===== config.mk =====
export PLATFORM = sky130hd
export DESIGN_NAME = tli_ctrl
export DESIGN_NICKNAME = d
export VERILOG_FILES = /design/src/design/tli_pkg.sv /design/src/design/tli_ctrl.sv
export SDC_FILE = /design/constraint.sdc
export NUM_CORES = 1
export LEC_CHECK = 0
export BUFFER_PORTS_ARGS = -buffer_cell sky130_fd_sc_hd__buf_2
export CORE_ASPECT_RATIO = 2
export CORE_MARGIN = 2
export CORE_UTILIZATION = 52
export CTS_CLUSTER_SIZE = 24
export DETAILED_ROUTE_END_ITERATION = 8
export GPL_TIMING_DRIVEN = 0
export PLACE_DENSITY = 0.77
export SYNTH_ARGS = -nofsm -noshare
export SYNTH_HDL_FRONTEND = slang
export SYNTH_SLANG_ARGS = --single-unit
export TNS_END_PERCENT = 1

===== constraint.sdc =====
create_clock -name clk -period 2.44 [get_ports clk]
set_input_delay 0.366 -clock clk [delete_from_list [all_inputs] [get_ports clk]]
set_output_delay 0.366 -clock clk [all_outputs]
set_load 0.05 [all_outputs]

===== src/design/tli_pkg.sv =====
`default_nettype none
// ----------------------------------------------------------------------------
// tli_pkg
// Shared types and constants for the table interpolator: the word formats,
// the command and status groups between the controller and the datapath.
// ----------------------------------------------------------------------------
package tli_pkg;

  // input word codes
  localparam logic CMD_LOAD  = 1'b0;
  localparam logic CMD_QUERY = 1'b1;

  // divider geometry: 65-bit rounded numerator, 32-bit divisor
  localparam int MAG_W     = 32;
  localparam int NUM_W     = 65;
  localparam int DIV_STEPS = 65;
  localparam int DCNT_W    = 7;

  typedef struct packed {
    logic               cmd;
    logic [7:0]         row_index;
    logic [1:0]         col_index;
    logic signed [31:0] value;
    logic signed [31:0] query_x;
    logic [1:0]         abscissa_col;
    logic [1:0]         ordinate_col;
  } tli_in_t;

  typedef struct packed {
    logic signed [31:0] result;
    logic               order_error;
    logic               div_zero;
  } tli_out_t;

  // which segment corner a fetch reads
  typedef enum logic [1:0] {
    FETCH_X0,
    FETCH_X1,
    FETCH_Y0,
    FETCH_Y1
  } tli_fetch_t;

  // controller to datapath commands
  typedef struct packed {
    logic       capture;
    logic       write;
    logic       rd_en;
    logic       rd_fetch;
    tli_fetch_t rd_sel;
    logic       scan_proc;
    logic       scan_first;
    logic       scan_last;
    logic       scan_inner;
    logic       fetch_cap;
    tli_fetch_t cap_sel;
    logic       seg_calc;
    logic       diff;
    logic       mul;
    logic       div_init;
    logic       div_step;
    logic       sum;
    logic       load_done;
    logic       dz_done;
  } tli_cmd_t;

  // datapath to controller status
  typedef struct packed {
    logic dx_zero;
  } tli_sts_t;

endpackage
`default_nettype wire


===== src/design/tli_ctrl.sv =====
`default_nettype none
// ----------------------------------------------------------------------------
// tli_ctrl
// Sequencer for loads and queries: row scan, segment fetch, multiply and
// the bit-serial divide, then hands the result word to the output stage.
// ----------------------------------------------------------------------------
module tli_ctrl #(
  parameter int NW = 9,
  parameter int RB = 8
) (
  input  wire logic            clk,
  input  wire logic            rst_n,
  input  wire logic            in_valid,
  input  wire logic            in_cmd,
  output logic                 in_ready,
  input  wire logic [NW-1:0]   num_rows,
  input  tli_pkg::tli_sts_t    sts,
  output tli_pkg::tli_cmd_t    cmd,
  output logic [RB-1:0]        scan_row,
  output logic [RB-1:0]        proc_row,
  output logic                 res_valid,
  input  wire logic            res_take
);
  import tli_pkg::*;

  typedef enum logic [3:0] {
    S_IDLE, S_LOAD, S_SCAN, S_SEG, S_FETCH, S_DIFF, S_MUL, S_INIT, S_DIV,
    S_SUM, S_DONE
  } state_t;

  state_t            state_r, state_nxt;
  logic [NW-1:0]     cnt_r, cnt_nxt;
  logic [2:0]        fcnt_r, fcnt_nxt;
  logic [DCNT_W-1:0] dcnt_r, dcnt_nxt;
  logic [NW-1:0]     cnt_m1;
  logic [2:0]        fcnt_m1;

  assign cnt_m1   = cnt_r - NW'(1);
  assign fcnt_m1  = fcnt_r - 3'd1;
  assign scan_row = cnt_r[RB-1:0];
  assign proc_row = cnt_m1[RB-1:0];
  assign in_ready  = (state_r == S_IDLE);
  assign res_valid = (state_r == S_DONE);

  // next state and commands
  always_comb begin
    state_nxt = state_r;
    cnt_nxt   = cnt_r;
    fcnt_nxt  = fcnt_r;
    dcnt_nxt  = dcnt_r;
    cmd       = '0;
    case (state_r)
      S_IDLE: begin
        cmd.capture = in_valid;
        if (in_valid) begin
          cnt_nxt   = '0;
          state_nxt = (in_cmd == CMD_QUERY) ? S_SCAN : S_LOAD;
        end
      end
      S_LOAD: begin
        cmd.write     = 1'b1;
        cmd.load_done = 1'b1;
        state_nxt     = S_DONE;
      end
      S_SCAN: begin
        cmd.rd_en      = (cnt_r < num_rows);
        cmd.scan_proc  = (cnt_r != '0);
        cmd.scan_first = (cnt_r == NW'(1));
        cmd.scan_last  = (cnt_r == num_rows);
        cmd.scan_inner = (cnt_r < num_rows);
        cnt_nxt        = cnt_r + NW'(1);
        if (cnt_r == num_rows) begin
          state_nxt = S_SEG;
        end
      end
      S_SEG: begin
        cmd.seg_calc = 1'b1;
        fcnt_nxt     = '0;
        state_nxt    = S_FETCH;
      end
      S_FETCH: begin
        cmd.rd_en     = (fcnt_r != 3'd4);
        cmd.rd_fetch  = 1'b1;
        cmd.rd_sel    = tli_fetch_t'(fcnt_r[1:0]);
        cmd.fetch_cap = (fcnt_r != 3'd0);
        cmd.cap_sel   = tli_fetch_t'(fcnt_m1[1:0]);
        fcnt_nxt      = fcnt_r + 3'd1;
        if (fcnt_r == 3'd4) begin
          state_nxt = S_DIFF;
        end
      end
      S_DIFF: begin
        cmd.diff  = 1'b1;
        state_nxt = S_MUL;
      end
      S_MUL: begin
        if (sts.dx_zero) begin
          cmd.dz_done = 1'b1;
          state_nxt   = S_DONE;
        end else begin
          cmd.mul   = 1'b1;
          state_nxt = S_INIT;
        end
      end
      S_INIT: begin
        cmd.div_init = 1'b1;
        dcnt_nxt     = '0;
        state_nxt    = S_DIV;
      end
      S_DIV: begin
        cmd.div_step = 1'b1;
        dcnt_nxt     = dcnt_r + DCNT_W'(1);
        if (dcnt_r == DCNT_W'(DIV_STEPS - 1)) begin
          state_nxt = S_SUM;
        end
      end
      S_SUM: begin
        cmd.sum   = 1'b1;
        state_nxt = S_DONE;
      end
      S_DONE: begin
        if (res_take) begin
          state_nxt = S_IDLE;
        end
      end
      default: begin
        state_nxt = S_IDLE;
      end
    endcase
  end

  // state and counters
  always_ff @(posedge clk) begin
    if (!rst_n) begin
      state_r <= S_IDLE;
      cnt_r   <= '0;
      fcnt_r  <= '0;
      dcnt_r  <= '0;
    end else begin
      state_r <= state_nxt;
      cnt_r   <= cnt_nxt;
      fcnt_r  <= fcnt_nxt;
      dcnt_r  <= dcnt_nxt;
    end
  end

endmodule
`default_nettype wire


==> results.py <==
metrics = {
    "run_status": {
        "outcome": "completed",
    },
    "detailed_routing": {
        "routedWlPerCell_um": 12.7,
        "drt_first_iter_violations": 39,
        "via_count": 1884,
        "wl_um": 4450,
        "firstDrtPassIters": 4,
        "ant_nets": 0,
        "drc": 0,
        "avgViaCountPerCell": 5.38,
    },
    "sta": {
        "setup-violations-final": 0,
        "drv_slew": 0,
        "fin_crit_ps": 2370,
        "fin_worst_skew_ps": 2.34,
        "grt_setup_unrepaired": "yes",
        "finalHoldViolCount": 0,
        "tightestPinTransition_ps": 586,
        "whs_ps": 437,
        "fmax_mhz": 423,
        "fin_tns_setup_ps": 0,
        "finalCritPeriodShare_pct": 97.0,
        "slew_headroom_pct": 60.7,
    },
    "run": {
        "cap_viol_max_count": 0,
    },
    "power": {
        "p_sw_uw": 1020,
        "p_int_uw": 847,
        "clkPwrFrac_pct": 13.0,
        "p_leak_uw": 0.00111,
        "pwr_density_cell_nw_per_um2": 820,
        "netSwitchingFraction_pct": 54.6,
        "ir_drop_mv": 0.744,
        "seqPwrFrac_pct": 25.0,
        "p_comb_share_pct": 61.9,
    },
    "global_route": {
        "grt_pass1_wl_um": 7100,
        "use_met3_pct": 1.43,
        "antenna_found_initial": 0,
        "grt_max_degree": 14,
        "met1_usage_pct": 23.6,
        "met2_usage_pct": 43.4,
        "grt_pass1_vias": 1666,
        "grt.overflow.total": 0,
        "track_usage_pct": 22.9,
        "grt.busiest_layer": "met2",
    },
    "floorplan": {
        "rows": 30,
        "initial_core_util_pct": 54.3,
        "die_area_um2": 4090,
        "core_um2": 3420,
        "boundaryPins": 54,
        "fp.dieW_um": 46.2,
        "die_h_um": 88.5,
    },
    "final_layout": {
        "antenna-diode-count": 0,
        "fillers": 350,
        "fin_util_pct": 66.6,
        "nNetsFinal": 335,
        "multi_input_comb_area_um2": 1220,
        "layout-area-overhead-vs-synth_pct": 22.5,
        "design_area_um2": 2270,
        "drive_gt1_share_pct": 27.8,
        "seqCellArea_um2": 464,
        "instances_no_fill": 350,
    },
    "synthesis": {
        "syn_area_um2": 1860,
        "ys_async_sr_fraction_pct": 0,
        "synth_most_common_cell": "nor2_1",
        "synth-edff-count": 0,
        "yosys-top-cells-area": "dfxtp_1, ha_1, nor2_1, buf_4, inv_1",
        "synth_top_family_by_area": "simple AND/OR/NAND/NOR gates",
        "postSynthAreaPerCell_um2": 7.54,
        "synth_fp_nets": 278,
        "synth_cells": 246,
        "synthSimpleGateAreaFrac_pct": 30.8,
        "ys_ff_latch": 23,
        "synthDominantCellAreaShare_pct": 24.8,
        "synth_compound_area_share_pct": 16.7,
        "synth-xor-area-share_pct": 3.30,
        "yosysUniqueCellTypes": 45,
        "synth_top_area_cell": "dfxtp_1",
        "synthAdderAreaFrac_pct": 11.5,
        "synth_common_cells": "nor2_1, dfxtp_1, inv_1",
        "synth_seq_area_share_pct": 24.8,
        "ys.flop_type": "dfxtp_1",
        "yosys_warnings": 0,
        "synthMuxAreaShare_pct": 1.08,
    },
    "clocking": {
        "numCtsBuffers": 3,
        "clock_path_buffers": 2,
        "cts_tree": "built",
        "cts_setup_buffers": 0,
        "cts_root_buf": "clkbuf_8",
        "clk_latency_ps": 270,
        "clk_pin_slew_worst_paths_ps": 80,
        "htree_levels": 1,
        "cts_sinks": 23,
    },
    "placement": {
        "post_dp_cell_area_um2": 2190,
        "place_hpwl_um": 3510,
        "io_buffer_count": 53,
        "placed_cells": 347,
        "place.gp.congestion": 0.831,
    },
    "critical_path": {
        "cp.required_ps": 2070,
        "r2r_slack_ps": 340,
        "crit_type": "register to output port",
        "critPathArrivalTime_ps": 2000,
        "cp-start-kind": "register",
        "endpoint_kind": "output port",
        "cp_max_fo": 9,
    },
    "min_path": {
        "hold_class": "input port to register",
    },
}
-- power by group through the flow --
stage | Combinational, uW | Clock (uW) | Sequential, uW
2_1_floorplan | 922 | 0 | 455
3_3_place_gp | 1140 | 0 | 469
3_5_place_dp | 1150 | 0 | 469
4_1_cts | 1160 | 243 | 464
5_1_grt | 1250 | 259 | 473
6_report | 1160 | 243 | 466
-- worst max-delay path, stage by stage, from the launching register on --
cell      delay [ps]
dfxtp_1          340
clkbuf_1         210
or4_4            560
nor4_4           230
and3_1           210
buf_4            190
-- layer usage --
layer / routed length [um] / share of wire, %
met4: 132 / 3.0
met5: 0 / 0
met3: 105 / 2.4
met2: 2580 / 58
met1: 1630 / 37
-- placed cells by master (no fill, tap or decap), types with 2 or more instances in the layout --
master,instances
nor3_2,2
clkbuf_8,3
nor4_2,2
xor2_1,5
nor3b_1,5
a22oi_1,2
a21boi_0,7
dfxtp_1,20
nand3_1,10
a211oi_1,3
nor2_1,28
xnor2_1,2
buf_2,51
buf_4,13
or3_1,3
mux2i_1,2
nand3b_1,5
nand2_1,17
nor2b_1,7
a31oi_1,2
nand4_1,2
and2_1,3
a21boi_1,2
inv_1,21
nor3_1,4
and3_1,3
clkbuf_1,8
or4b_1,2
dfxtp_2,3
nand2b_1,2
ha_1,17
o211ai_1,3
o21ai_0,14
a21oi_1,9
-- worst paths after layout --
kind	depth (start not counted)	end	from
max	5	cmd[13]	cnt_r[4]$_SDFFE_PN0P_
min	3	state_r[0]$_SDFFE_PN0P_	rst_n
max reg2reg	5	cnt_r[8]$_SDFFE_PN0P_	state_r[3]$_SDFFE_PN0P_
min reg2reg	1	dcnt_r[4]$_SDFFE_PN0P_	dcnt_r[4]$_SDFFE_PN0P_
-- registers in the layout (all words and copies together) (netlist names) --
name     cells
cnt_r        9
dcnt_r       7
state_r      4
fcnt_r       3
-- kinds of logic after synthesis --
| kind of cell | count (synthesis) |
|---|---|
| multiplexers | 2 |
| adder cells (fa/ha/maj) | 17 |
| flip-flops | 23 |
| buffers and inverters | 44 |
| AO/OA/AOI/OAI | 49 |
| AND/OR/NAND/NOR | 104 |
| XOR/XNOR | 7 |
-- stage by stage --
stage          setup slack [ps]  total power, uW
2_1_floorplan              -220             1380
3_3_place_gp                112             1610
3_5_place_dp                124             1620
4_1_cts                    3.37             1860
5_1_grt                   -10.8             1980
6_report                   74.4             1870
-- cell type report --
cell class / instances / share of cell area [%]
Clock inverter: 1 / 0.220
Tap cell: 48 / 2.64
Buffer: 21 / 5.67
Sequential cell: 23 / 20.4
Timing Repair Buffer: 53 / 11.9
Clock buffer: 3 / 1.82
Multi-Input combinational cell: 179 / 53.5
Inverter: 22 / 3.85
-- what timing repair did --
action                                  in CTS  in global routing
endpoints found under the setup margin       3                  4
cloned                                       0                  0
hold buffers                                 0                  0
resized for setup                            5                  7
No activity file was read; power rests on OpenSTA's default activity.
